### src/design/adaptive_bitrate_selector_defines.svh
// Assertion macros for the bitrate selector
`ifndef ADAPTIVE_BITRATE_SELECTOR_DEFINES_SVH
`define ADAPTIVE_BITRATE_SELECTOR_DEFINES_SVH

// same-cycle implication
`define ABRS_ASSERT_NOW(label, ante, cons, msg) \
  label: assert property (@(posedge clk) disable iff (rst) (ante) |-> (cons)) \
    else $error(msg);

// next-cycle implication
`define ABRS_ASSERT_NEXT(label, ante, cons, msg) \
  label: assert property (@(posedge clk) disable iff (rst) (ante) |=> (cons)) \
    else $error(msg);

`endif

### src/design/abrs_pkg.sv
package abrs_pkg;

  localparam int MAX_VARIANTS_DEF = 8;

  localparam int MODE_W  = 3;
  localparam int IDX_W   = 3;
  localparam int BW_W    = 40;
  localparam int BYTE_W  = 32;
  localparam int TIME_W  = 48;
  localparam int TOTAL_W = 48;
  localparam int RATE_W  = 40;
  localparam int CNT_W   = 4;

  localparam int HALF_W  = TOTAL_W / 2;
  localparam int USEC_W  = 23;
  localparam int PROD_W  = HALF_W + USEC_W;
  localparam int NUM_W   = TOTAL_W + USEC_W;

  localparam logic [USEC_W-1:0] USEC_BITS = USEC_W'(8000000);

  localparam int S_TDATA_W = 128;
  localparam int M_TDATA_W = 88;

  typedef enum logic [MODE_W-1:0] {
    MODE_LOAD   = 3'd0,
    MODE_BEGIN  = 3'd1,
    MODE_ADD    = 3'd2,
    MODE_FINISH = 3'd3,
    MODE_SELECT = 3'd4
  } mode_t;

  typedef enum logic {
    CFG_ENABLE = 1'b0,
    CFG_COUNT  = 1'b1
  } cfg_idx_t;

  typedef struct packed {
    logic busy;
    logic done;
  } rate_sts_t;

endpackage

### src/design/abrs_table.sv
module abrs_table
  import abrs_pkg::*;
#(
  parameter int DEPTH = MAX_VARIANTS_DEF,
  parameter int AW    = 3
) (
  input  logic            clk,
  input  logic            we,
  input  logic [AW-1:0]   waddr,
  input  logic [BW_W-1:0] wdata,
  input  logic [AW-1:0]   raddr,
  output logic [BW_W-1:0] rdata
);

  logic [BW_W-1:0] mem [DEPTH];

  always_ff @(posedge clk) begin
    if (we) begin
      mem[waddr] <= wdata;
    end
  end

  always_ff @(posedge clk) begin
    rdata <= mem[raddr];
  end

endmodule

### src/design/abrs_rate.sv
module abrs_rate
  import abrs_pkg::*;
(
  input  logic               clk,
  input  logic               rst,
  input  logic               start,
  input  logic [TOTAL_W-1:0] total,
  input  logic [TIME_W-1:0]  span,
  output rate_sts_t          sts,
  output logic [RATE_W-1:0]  rate
);

  localparam int CW = $clog2(NUM_W);

  typedef enum logic [2:0] {
    R_IDLE, R_MLO, R_MHI, R_SUM, R_DIV, R_DONE
  } rstate_t;

  rstate_t              state;
  logic [TOTAL_W-1:0]   tot;
  logic [TIME_W-1:0]    divisor;
  logic [PROD_W-1:0]    prod;
  logic [NUM_W-1:0]     num;
  logic [TIME_W-1:0]    rem;
  logic [CW-1:0]        cnt;

  logic [HALF_W-1:0]    mult_a;
  logic [PROD_W-1:0]    mult;
  logic [TIME_W:0]      rem_sh;
  logic [TIME_W:0]      trial;
  logic                 ge;

  assign mult_a = (state == R_MLO) ? tot[HALF_W-1:0] : tot[TOTAL_W-1:HALF_W];
  assign mult   = PROD_W'(mult_a) * PROD_W'(USEC_BITS);
  assign rem_sh = {rem, num[NUM_W-1]};
  assign trial  = rem_sh - {1'b0, divisor};
  assign ge     = !trial[TIME_W];

  assign sts.busy = (state != R_IDLE);
  assign sts.done = (state == R_DONE);
  assign rate     = (|num[NUM_W-1:RATE_W]) ? {RATE_W{1'b1}} : num[RATE_W-1:0];

  always_ff @(posedge clk) begin
    if (rst) begin
      state <= R_IDLE;
    end else begin
      case (state)
        R_IDLE: begin
          if (start) begin
            tot     <= total;
            divisor <= span;
            state   <= R_MLO;
          end
        end
        R_MLO: begin
          prod  <= mult;
          state <= R_MHI;
        end
        R_MHI: begin
          num   <= NUM_W'(prod);
          prod  <= mult;
          state <= R_SUM;
        end
        R_SUM: begin
          num   <= num + {prod, {HALF_W{1'b0}}};
          rem   <= '0;
          cnt   <= CW'(NUM_W - 1);
          state <= R_DIV;
        end
        R_DIV: begin
          rem <= ge ? trial[TIME_W-1:0] : rem_sh[TIME_W-1:0];
          num <= {num[NUM_W-2:0], ge};
          cnt <= cnt - 1'b1;
          if (cnt == '0) begin
            state <= R_DONE;
          end
        end
        R_DONE: begin
          state <= R_IDLE;
        end
        default: begin
          state <= R_IDLE;
        end
      endcase
    end
  end

endmodule

### src/design/adaptive_bitrate_selector.sv
// Throughput-based bitrate selector.
// Input stream (s_*): one request per control event; tuser carries the mode
// (load variant, begin measure, add bytes, finish measure, select) and tdata
// the slot, bandwidth, byte count and timestamp. Output stream (m_*): one
// result per request with the selected index and bandwidth, the last measured
// rate and a switched flag.
// Configuration: cfg_we/cfg_index/cfg_data write adaptive_enable (index 0)
// and variant_count (index 1); write only while the block is idle.
// Load, begin and add requests pass from acceptance through the execute
// and done states to m_tvalid; a select that may change the selection also
// passes a state for one registered table read, and finish waits in its own
// state on the rate unit: two 24x23 partial products, one wide add and a
// 71-step restoring division sharing a single 49-bit subtractor.
// One request is in work at a time; s_tready is high only in the idle
// state, and a result held in the output register does not block acceptance.
// A stalled receiver holds the result; the next request completes its work
// and waits until the output register is free.
// Reset clears the measurement state, the selection and adaptive_enable and
// sets variant_count to 1; table slots hold nothing defined until loaded.
`include "adaptive_bitrate_selector_defines.svh"

module adaptive_bitrate_selector
  import abrs_pkg::*;
#(
  parameter int MAX_VARIANTS = MAX_VARIANTS_DEF
) (
  input  logic                 clk,
  input  logic                 rst,
  input  logic                 s_tvalid,
  output logic                 s_tready,
  // variant_index, bandwidth_bps, byte_count, now_us, zero pad
  input  logic [S_TDATA_W-1:0] s_tdata,
  // mode
  input  logic [MODE_W-1:0]    s_tuser,
  output logic                 m_tvalid,
  input  logic                 m_tready,
  // selected_index, selected_bandwidth, measured_rate, switched, zero pad
  output logic [M_TDATA_W-1:0] m_tdata,
  input  logic                 cfg_we,
  input  logic                 cfg_index,
  input  logic [CNT_W-1:0]     cfg_data
);

  localparam int DEPTH = (MAX_VARIANTS < 8) ? MAX_VARIANTS : 8;
  localparam int AW    = (DEPTH > 1) ? $clog2(DEPTH) : 1;
  localparam logic [CNT_W-1:0] DEPTH_C = CNT_W'(DEPTH);
  localparam int CMP_W = RATE_W + 4;
  localparam int M_PAD = M_TDATA_W - (IDX_W + BW_W + RATE_W + 1);

  typedef enum logic [2:0] {
    ST_IDLE, ST_EXEC, ST_RATE, ST_SEL_UP, ST_SEL_SET, ST_DONE
  } state_t;

  function automatic logic [CMP_W-1:0] times10(input logic [BW_W-1:0] x);
    logic [CMP_W-1:0] e;
    e = CMP_W'(x);
    return (e << 3) + (e << 1);
  endfunction

  function automatic logic [CMP_W-1:0] times9(input logic [BW_W-1:0] x);
    logic [CMP_W-1:0] e;
    e = CMP_W'(x);
    return (e << 3) + e;
  endfunction

  state_t              state;
  logic                enable;
  logic [CNT_W-1:0]    count;
  mode_t               mode_q;
  logic [IDX_W-1:0]    vidx_q;
  logic [BW_W-1:0]     bw_q;
  logic [BYTE_W-1:0]   bytes_q;
  logic [TIME_W-1:0]   now_q;
  logic [TOTAL_W-1:0]  byte_total;
  logic [TIME_W-1:0]   start_time;
  logic [RATE_W-1:0]   rate_now;
  logic [IDX_W-1:0]    cur_idx;
  logic [BW_W-1:0]     cur_bw;
  logic [IDX_W-1:0]    tgt_idx;
  logic                switched;
  logic [IDX_W-1:0]    out_idx;
  logic [BW_W-1:0]     out_bw;
  logic [RATE_W-1:0]   out_rate;
  logic                out_sw;

  logic [CNT_W-1:0]    limit;
  logic [CNT_W-1:0]    idx_up;
  logic [CNT_W-1:0]    idx_dn;
  logic                sel_zero;
  logic                sel_up;
  logic                sel_dn;
  logic [IDX_W-1:0]    rd_idx;
  logic                tbl_we;
  logic [BW_W-1:0]     tbl_rdata;
  logic [TOTAL_W:0]    add_sum;
  logic                rate_start;
  logic [TIME_W-1:0]   span;
  rate_sts_t           rate_sts;
  logic [RATE_W-1:0]   rate_q;

  assign s_tready = (state == ST_IDLE);
  assign m_tdata  = {{M_PAD{1'b0}}, out_sw, out_rate, out_bw, out_idx};

  always_comb begin
    limit    = (count > DEPTH_C) ? DEPTH_C : count;
    idx_up   = CNT_W'(cur_idx) + 1'b1;
    idx_dn   = CNT_W'(cur_idx) - 1'b1;
    sel_zero = (rate_now == '0);
    sel_up   = !sel_zero && (rate_now > cur_bw) && (idx_up < limit);
    sel_dn   = !sel_zero && !(rate_now > cur_bw)
               && (times9(rate_now) < times10(cur_bw))
               && (cur_idx != '0) && (idx_dn < limit);
    rd_idx   = sel_up ? idx_up[IDX_W-1:0] : (sel_dn ? idx_dn[IDX_W-1:0] : '0);
    tbl_we   = (state == ST_EXEC) && enable && (mode_q == MODE_LOAD)
               && (32'(vidx_q) < 32'(MAX_VARIANTS));
    add_sum  = {1'b0, byte_total} + (TOTAL_W + 1)'(bytes_q);
    span     = now_q - start_time;
    rate_start = (state == ST_EXEC) && enable && (mode_q == MODE_FINISH)
                 && (now_q > start_time);
  end

  abrs_table #(
    .DEPTH (DEPTH),
    .AW    (AW)
  ) u_table (
    .clk   (clk),
    .we    (tbl_we),
    .waddr (vidx_q[AW-1:0]),
    .wdata (bw_q),
    .raddr (rd_idx[AW-1:0]),
    .rdata (tbl_rdata)
  );

  abrs_rate u_rate (
    .clk   (clk),
    .rst   (rst),
    .start (rate_start),
    .total (byte_total),
    .span  (span),
    .sts   (rate_sts),
    .rate  (rate_q)
  );

  always_ff @(posedge clk) begin
    if (rst) begin
      enable <= 1'b0;
      count  <= CNT_W'(1);
    end else if (cfg_we) begin
      case (cfg_idx_t'(cfg_index))
        CFG_ENABLE: enable <= cfg_data[0];
        CFG_COUNT:  count  <= cfg_data;
        default:    enable <= enable;
      endcase
    end
  end

  always_ff @(posedge clk) begin
    if (rst) begin
      state      <= ST_IDLE;
      m_tvalid   <= 1'b0;
      byte_total <= '0;
      start_time <= '0;
      rate_now   <= '0;
      cur_idx    <= '0;
      cur_bw     <= '0;
    end else begin
      if (m_tvalid && m_tready && (state != ST_DONE)) begin
        m_tvalid <= 1'b0;
      end
      case (state)
        ST_IDLE: begin
          if (s_tvalid) begin
            mode_q   <= mode_t'(s_tuser);
            vidx_q   <= s_tdata[IDX_W-1:0];
            bw_q     <= s_tdata[IDX_W +: BW_W];
            bytes_q  <= s_tdata[IDX_W + BW_W +: BYTE_W];
            now_q    <= s_tdata[IDX_W + BW_W + BYTE_W +: TIME_W];
            switched <= 1'b0;
            state    <= ST_EXEC;
          end
        end
        ST_EXEC: begin
          if (!enable) begin
            state <= ST_DONE;
          end else begin
            case (mode_q)
              MODE_BEGIN: begin
                byte_total <= '0;
                start_time <= now_q;
                state      <= ST_DONE;
              end
              MODE_ADD: begin
                byte_total <= add_sum[TOTAL_W] ? {TOTAL_W{1'b1}} : add_sum[TOTAL_W-1:0];
                state      <= ST_DONE;
              end
              MODE_FINISH: begin
                if (now_q > start_time) begin
                  state <= ST_RATE;
                end else begin
                  rate_now <= {RATE_W{1'b1}};
                  state    <= ST_DONE;
                end
              end
              MODE_SELECT: begin
                tgt_idx <= rd_idx;
                if (sel_up) begin
                  state <= ST_SEL_UP;
                end else if (sel_zero || sel_dn) begin
                  state <= ST_SEL_SET;
                end else begin
                  state <= ST_DONE;
                end
              end
              default: begin
                state <= ST_DONE;
              end
            endcase
          end
        end
        ST_RATE: begin
          if (rate_sts.done) begin
            rate_now <= rate_q;
            state    <= ST_DONE;
          end
        end
        ST_SEL_UP: begin
          if (times10(rate_now) >= times9(tbl_rdata)) begin
            cur_idx  <= tgt_idx;
            cur_bw   <= tbl_rdata;
            switched <= (tgt_idx != cur_idx);
          end
          state <= ST_DONE;
        end
        ST_SEL_SET: begin
          cur_idx  <= tgt_idx;
          cur_bw   <= tbl_rdata;
          switched <= (tgt_idx != cur_idx);
          state    <= ST_DONE;
        end
        ST_DONE: begin
          if (!m_tvalid || m_tready) begin
            m_tvalid <= 1'b1;
            out_idx  <= cur_idx;
            out_bw   <= cur_bw;
            out_rate <= rate_now;
            out_sw   <= switched;
            state    <= ST_IDLE;
          end
        end
        default: begin
          state <= ST_IDLE;
        end
      endcase
    end
  end

  `ABRS_ASSERT_NEXT(a_accept_blocks, s_tvalid && s_tready, !s_tready, "ready after accept")
  `ABRS_ASSERT_NOW(a_rate_owned, rate_sts.busy, state == ST_RATE, "rate unit busy outside finish")
  `ABRS_ASSERT_NOW(a_result_from_done, $rose(m_tvalid), $past(state == ST_DONE), "result without done")

endmodule
### config.mk
export PLATFORM = sky130hd
export DESIGN_NAME = adaptive_bitrate_selector
export DESIGN_NICKNAME = d
export VERILOG_FILES = /design/src/design/abrs_pkg.sv /design/src/design/abrs_table.sv /design/src/design/abrs_rate.sv /design/src/design/adaptive_bitrate_selector.sv
export VERILOG_INCLUDE_DIRS = /design/src /design/src/design
export SDC_FILE = /design/constraint.sdc
export NUM_CORES = 2
export LEC_CHECK = 0
export BUFFER_PORTS_ARGS = -buffer_cell sky130_fd_sc_hd__buf_2
export CAP_MARGIN = 15
export CORE_MARGIN = 2
export CORE_UTILIZATION = 57
export CTS_CLUSTER_DIAMETER = 40
export DETAILED_ROUTE_END_ITERATION = 6
export GPL_TIMING_DRIVEN = 0
export PLACE_DENSITY = 0.77
export REMOVE_ABC_BUFFERS = 1
export SLEW_MARGIN = 15
export SYNTH_ARGS = -nofsm -noshare
export SYNTH_HDL_FRONTEND = slang
export SYNTH_SLANG_ARGS = --single-unit
### constraint.sdc
create_clock -name clk -period 6.9 [get_ports clk]
set_input_delay 0.345 -clock clk [delete_from_list [all_inputs] [get_ports clk]]
set_output_delay 0.345 -clock clk [all_outputs]
set_load 0.02 [all_outputs]
Word-level counts from Yosys, hierarchy flattened
Memories as Yosys holds them, arrays and structs flattened. A register that Yosys moved wholly into a read port is not among the register bits.
Index checks and enable logic that the tools add are counted.
Widths: inputs -> output; s select.
{ "word_totals": {"register_bits": 665, "memories": 1, "wordCells": 163, "output_inout_bits": 90, "rom_bits": 0, "inputBits": 141, "ram_bits": 320, "latchBits": 0} }
{ "memory_table": {"columns": ["memory", "depth", "width", "rd", "rd_clocked_by_memory_dff", "wr", "line", "rtl"], "rows": [
  ["u_table.mem", 8, 40, 1, 1, 1, "abrs_table.sv:15", "logic [BW_W-1:0] mem [DEPTH];"]
]} }
{ "classes": {"bitwise": 2, "multipliers": 1, "n_eq_ne": 25, "div_mod_pow": 0, "n_reduce_logical": 49, "n_shift": 0, "mux": 40, "n_addsub": 11, "n_lt_le_gt_ge": 7} }
{ "ops": {"columns": ["operator", "count"], "rows": [
  ["$mux 40", 6],
  ["$pmux 71 s3", 1],
  ["$pmux 48 s2", 2],
  ["$pmux 40 s2", 2],
  ["$mux 48", 2],
  ["$add 43x40->44", 2],
  ["$add 43x41->44", 2],
  ["$add 71x71->71", 1],
  ["$add 48x32->49", 1],
  ["$sub 49x48->49", 1],
  ["$gt 48x48->1", 1],
  ["$sub 48x48->48", 1],
  ["$ge 44x44->1", 1],
  ["$lt 44x44->1", 1],
  ["$gt 40x40->1", 1],
  ["$logic_not 40->1", 1],
  ["$mul 24x14->38 const B", 1],
  ["$mux 3", 11],
  ["$reduce_or 31->1", 1],
  ["$pmux 3 s5", 2],
  ["$mux 24", 1],
  ["$eq 3x2->1 const B", 6],
  ["$reduce_and 3->1", 6],
  ["$eq 3x3->1 const B", 5],
  ["other kinds (27)", 76]
]} }

Depth between registers and ports, before layout
{ "logic_depth": {"ltp_word": 12, "mapped_depth": 29, "ltp_nobuf": 26} }

Cells and area by module
Synthesis repeated with hierarchy kept, for this count alone.
{ "hier_totals": {"cells_unflattened": 5809, "area_unflattened_um2": 63868.8} }
{ "modules_own_cells": {"columns": ["mod", "cells_each", "area_each_um2", "seq_area_each_um2", "n_inst"], "rows": [
  ["adaptive_bitrate_selector", 3380, 30231.5, 10189.8, 1],
  ["abrs_rate", 1914, 20465.9, 7867.5, 1],
  ["abrs_table", 515, 13171.4, 10410.0, 1]
]} }

Worst setup path after synthesis
No wires, ideal clock.
{ "synth_path": {"kind": "reg-to-reg", "startpoint": "register u_rate.state[0]", "endpoint": "register u_rate.prod[41], data pin", "path_stages_with_launch": 28, "setup_ns": 0.265, "t_arrival_ns": 7.066, "n_path_buf": 3, "synth_period_minus_slack_ns": 7.331, "t_required_ns": 6.635, "setup_slack_ns": -0.431, "cell_sequence": "dfxtp_1 clkbuf_1 nor2b_1 nor2b_1 clkbuf_1 buf_1 mux2_2 ha_1 inv_1 fa_1 fa_1 inv_1 fa_1 ha_1 inv_1 fa_1 inv_1 ha_1 o21a_1 a21oi_1 a31oi_1 a311oi_1 o21ai_1 o31ai_1 o21ai_0 a21oi_1 o21ai_0 xor2_1"} }
{ "synth_between": {"elab_chain_cells": 3} }
{ "synth_rtl": {"columns": ["item", "line", "rtl"], "rows": [
  ["from (decl)", "abrs_rate.sv:19", "rstate_t state;"],
  ["from (signal assigned)", "abrs_rate.sv:45", "state <= R_IDLE;"],
  ["from (signal assigned)", "abrs_rate.sv:52", "state <= R_MLO;"],
  ["from (signal assigned)", "abrs_rate.sv:57", "state <= R_MHI;"],
  ["$eq 3x1->1", "abrs_rate.sv:33", "assign mult_a = (state == R_MLO) ? tot[HALF_W-1:0] : tot[TOTAL_W-1:HALF_W];"],
  ["$mux 24", "abrs_rate.sv:33", null],
  ["$mul 24x14->38", "abrs_rate.sv:34", "assign mult = PROD_W'(mult_a) * PROD_W'(USEC_BITS);"],
  ["net u_rate.mult[41]", "abrs_rate.sv:28", "logic [PROD_W-1:0] mult;"],
  ["to (signal assigned)", "abrs_rate.sv:56", "prod <= mult;"],
  ["to (signal assigned)", "abrs_rate.sv:61", "prod <= mult;"],
  ["to (decl)", "abrs_rate.sv:22", "logic [PROD_W-1:0] prod;"]
]} }
The timed path passes the listed nets, and every way through them passes these cells.
A chain may end at the register's enable or synchronous reset.

Worst setup path after layout
{ "layout_path": {"startpoint": "register u_rate.state[0]", "endpoint": "register u_rate.prod[45], data pin"} }
Same word-level chain as after synthesis.

==> impl_results.md <==
- Critical Path Fanout Max: 5
- Vias in the first global route: 44,500
- Vias per inst: 6.14
- Via count: roughly 46,000
- Xor-xnor portion of the synthesized cell area: 0.0455
- Cell Area, Synth: between 60,000 and 70,000 um2
- Status: finished, violations left
- Number of iterations in the first detailed-routing pass: 7
- Post-synth top area cell: edfxtp_1
- Iteration-0 DRC Markers: 4,075
- P per Cell Area: 214 nW/um2
- Worst setup SP type: register
- P_int: approximately 12 mW
- Flop and latch count out of synthesis: between 1,000 and 1,500
- Critical path endpoint category: register
- Largest family of logic cells by synthesized area: compound AO/OA/AOI/OAI gates
- Crit Path Class: reg -> reg
- Congestion Overflow GR: 0
- DP Area: roughly 64,000 um2
- Clock group share of total power: 0.477
- Row cnt: between 100 and 150
- Reg2reg setup slack: -40 ps
- Area fraction in and, or, nand and nor cells after synthesis: 0.0963
- Starting Density: 0.572
- Root buffer cell: clkbuf_16
- Compound-Gate Fraction of Synth Area: 0.165
- WP data required: 7390 ps
- Worst skew pair latency: 760 ps
- Yosys warns: 0
- Worst reg2reg path depth: 25
- # port buffers: approximately 220
- Sequential area share after synthesis: 0.467
- Overall Global Routing Usage: 0.285
- Net Sw Power: approximately 3.8 mW
- Routed wire length: roughly 160,000 um
- Maxcap violations: 0
- Die Area: 110,000 um2
- Asr flop ratio synth: 0
- Synth Area in Adders: 0.153
- Total CTS buffers: around 140
- First-pass GRT wire length: between 200,000 and 250,000 um
- Logic pwr share: 0.074
- Failing checks: setup timing
- TritonCTS clock tree: yes
- H-tree depth: 4
- WP depth: 25
- Sw Ratio: 0.247
- Unrepaired setup endpoints after global routing: true
- Main flop type after synthesis: edfxtp_1
- Slew Viols, Final: 0
- Clock Path Buffers: 3
- Synth top area share: 0.391
- Worst hold path type: in -> reg
- Hold Vio Cnt, Final: 0
- ANT nets after route: 0
- Bufs and invs on worst path: 4
- Number of synthesized flops with an enable pin: roughly 790
- Hold Crit Start: cfg_index
- Peak Freq: approximately 140 MHz
- Slew headroom: 0.250
- VDD IR max: 0.218 mV
- Hold Slack: roughly 33 ps
- Sequential share of power: 0.448
- CP top delay family: adder cells
- Crit share post-route: 1.01
- Final clock skew: between 40 and 50 ps
- WL/cell: 21.4 um
- Cell mode on critical path: fa_1
- HPWL Detailed: approximately 110,000 um
- DRC: 0
- Nets: about 6,700
- CP max stage cell: fa_1
- Critical Path AT: between 7000 and 8000 ps
- Post-synth cell types: 102
- Layout cells sized above 1: 0.144
- GPL Wtd Cong: roughly 0.96
- Synthesized instance count: around 5,400
- Ports: between 200 and 250
- Die Span Y: between 300 and 400 um
- # setup viols final: 1
- Lkg Pwr: 29.2 nW
- Initial antenna violation count: 14
- Crit Reg-Reg Startpoint: u_rate.state[0]$_SDFFE_PP0P_
- Largest net degree at the start of global routing: between 80 and 90
- Final setup margin: -36.6 ps
- Worst r2r dst: u_rate.prod[45]$_DFFE_PP_
- Area Overhead vs Synth: 17.2%
- Sink Count: ~1,000
- Tot Pwr: between 15 and 20 mW
- Slowest stage delay, CP: around 530 ps
- Core Region: 107,000 um2
- Die W: 331 um
- Worst setup path startpoint: u_rate.state[0]$_SDFFE_PP0P_
- CTS clk-pin slew, worst paths: ~70 ps
- Final min period: just under 7000 ps
- Tightest Pin Transition: 1120 ps
- Syn_area_per_cell: roughly 11 um2
- Final instance area: 71,500 um2
- Mux cell area share after synthesis: 0.0388
- Synth area leaders: edfxtp_1 39%, ha_1 12%, dfxtp_1 7.6%
- Worst setup path endpoint: u_rate.prod[45]$_DFFE_PP_
## registers in the layout, summed over array words and instances (netlist names), 4 cells and up
| name | flops |
|---|---|
| now_q | 48 |
| out_bw | 40 |
| u_table.rdata | 40 |
| rate_now | 40 |
| u_rate.num | 71 |
| u_rate.tot | 48 |
| out_rate | 40 |
| bytes_q | 32 |
| start_time | 48 |
| count | 4 |
| u_rate.rem | 48 |
| u_rate.divisor | 48 |
| bw_q | 40 |
| byte_total | 48 |
| cur_bw | 40 |
| u_table.mem | 320 |
| u_rate.cnt | 7 |
| u_rate.prod | 38 |
## worst register-to-register path, delay by kind of cell, from the launching register on
| family | cells | cell delay, ps |
|---|---|---|
| buf+inv | 4 | 400 |
| compound gates | 7 | 1440 |
| xor+xnor | 1 | 170 |
| flops | 1 | 350 |
| mux | 1 | 330 |
| fa+ha+maj | 7 | 3030 |
| simple gates | 5 | 930 |
## power by group through the flow
stage	Combinational, mW	Sequential [mW]	Clock (mW)
finish	1.14	6.88	7.32
global route	1.24	6.88	7.68
CTS	1.08	6.87	7.39
detailed placement	0.981	7.00	0
global placement	0.933	7.03	0
floorplan	0.631	7.01	0
## timing repair
| item | 4_1_cts | 5_1_grt |
|---|---|---|
| cloned | 3 | 0 |
| hold endpoints to repair | 149 | 0 |
| pin swaps | 16 | 36 |
| setup buffers | 18 | 15 |
| gates resized for setup | 73 | 82 |
| hold buffers | 136 | 0 |
| endpoints found under the setup margin | 58 | 80 |
## cell usage after synthesis, types with 61 or more instances
cell type,number
mux2i_1,179
clkbuf_1,112
a21o_1,214
xnor2_1,205
o21ai_0,208
nand3_1,91
edfxtp_1,794
o221a_2,61
xor2_1,112
fa_1,103
and3_1,71
nand2_1,323
inv_1,332
ha_1,580
nor3_1,84
a21oi_1,433
nor2_1,332
dfxtp_1,231
## final cells by class
| class | instances | area [um2] |
|---|---|---|
| fillers | 7724 | 35100 |
| multi-input cells | 3924 | 31200 |
| flip-flops and latches | 1025 | 28500 |
| repair buffers | 472 | 3930 |
| clock buffers | 171 | 3790 |
| well taps | 1403 | 1760 |
| inverters | 334 | 1260 |
| clock inverters | 93 | 1080 |
| diodes | 1 | 2.50 |
## kinds of logic after synthesis
| group | after synthesis |
|---|---|
| AO/OA/AOI/OAI | 1471 |
| XOR/XNOR | 317 |
| adder cells (fa/ha/maj) | 683 |
| buffers and inverters | 499 |
| flip-flops | 1025 |
| multiplexers | 229 |
| other | 1 |
| AND/OR/NAND/NOR | 1219 |
## worst min path at each step
stage               slack [ps]  cells after the start                  endpoint
detailed placement         430                      0  u_rate.tot[46]$_DFFE_PP_
floorplan                  400                      0          out_sw$_DFFE_PP_
finish                      30                      3     count[3]$_SDFFE_PP0P_
global placement           440                      0  u_rate.tot[46]$_DFFE_PP_
global route                 3                      3     count[3]$_SDFFE_PP0P_
CTS                          1                      3     count[3]$_SDFFE_PP0P_
## through the flow
step / utilization / setup slack, ps / setup TNS (ps) / std cells
after global routing: 0.671 / -247 / -665 / 7422
final: 0.671 / -36.6 / -36.6 / 7423
after CTS: 0.667 / 30.5 / 0 / 7407
after global placement: 0.591 / -9560 / -1606340 / 6906
after detailed placement: 0.604 / -1180 / -47730 / 6986
after floorplan: - / -4720 / -208990 / 5282
## metal layers
layer  vias to the layer above  track usage  part of all wire
met5                         -            0           0.00030
met4                         8        0.118             0.040
met3                       396       0.0443             0.076
met2                      1875        0.460              0.46
met1                     21880        0.384              0.42
li1                      21418            -                 -
## layout by cell type (no fill, tap or decap), types with 20 or more instances in the layout
cell,synthesis,layout
a21oi_1,433,422
o221a_2,61,61
o211ai_1,31,31
nor4_1,30,30
nor2_1,332,324
dfxtp_2,0,20
o31ai_1,24,21
nand2b_1,58,57
a31oi_1,48,47
o21ai_0,208,202
a211oi_1,43,40
nand3_1,91,89
buf_4,9,62
or3_1,34,31
fa_1,103,102
o21a_1,58,58
and3_1,71,69
xor2_1,112,111
xnor2_1,205,202
a21o_1,214,212
a2bb2oi_1,41,41
clkbuf_16,0,145
edfxtp_1,794,794
nor2b_1,57,55
mux2i_1,179,169
nand4_1,57,57
dfxtp_1,231,199
inv_6,0,21
a22o_1,33,33
nor3_1,84,79
o21bai_1,51,49
dlygate4sd3_1,0,136
nand2_1,323,321
ha_1,580,569
mux2_2,49,41
inv_1,332,323
a311oi_1,27,26
buf_2,24,220
clkbuf_1,112,20
No activity file was read; power rests on OpenSTA's default activity.
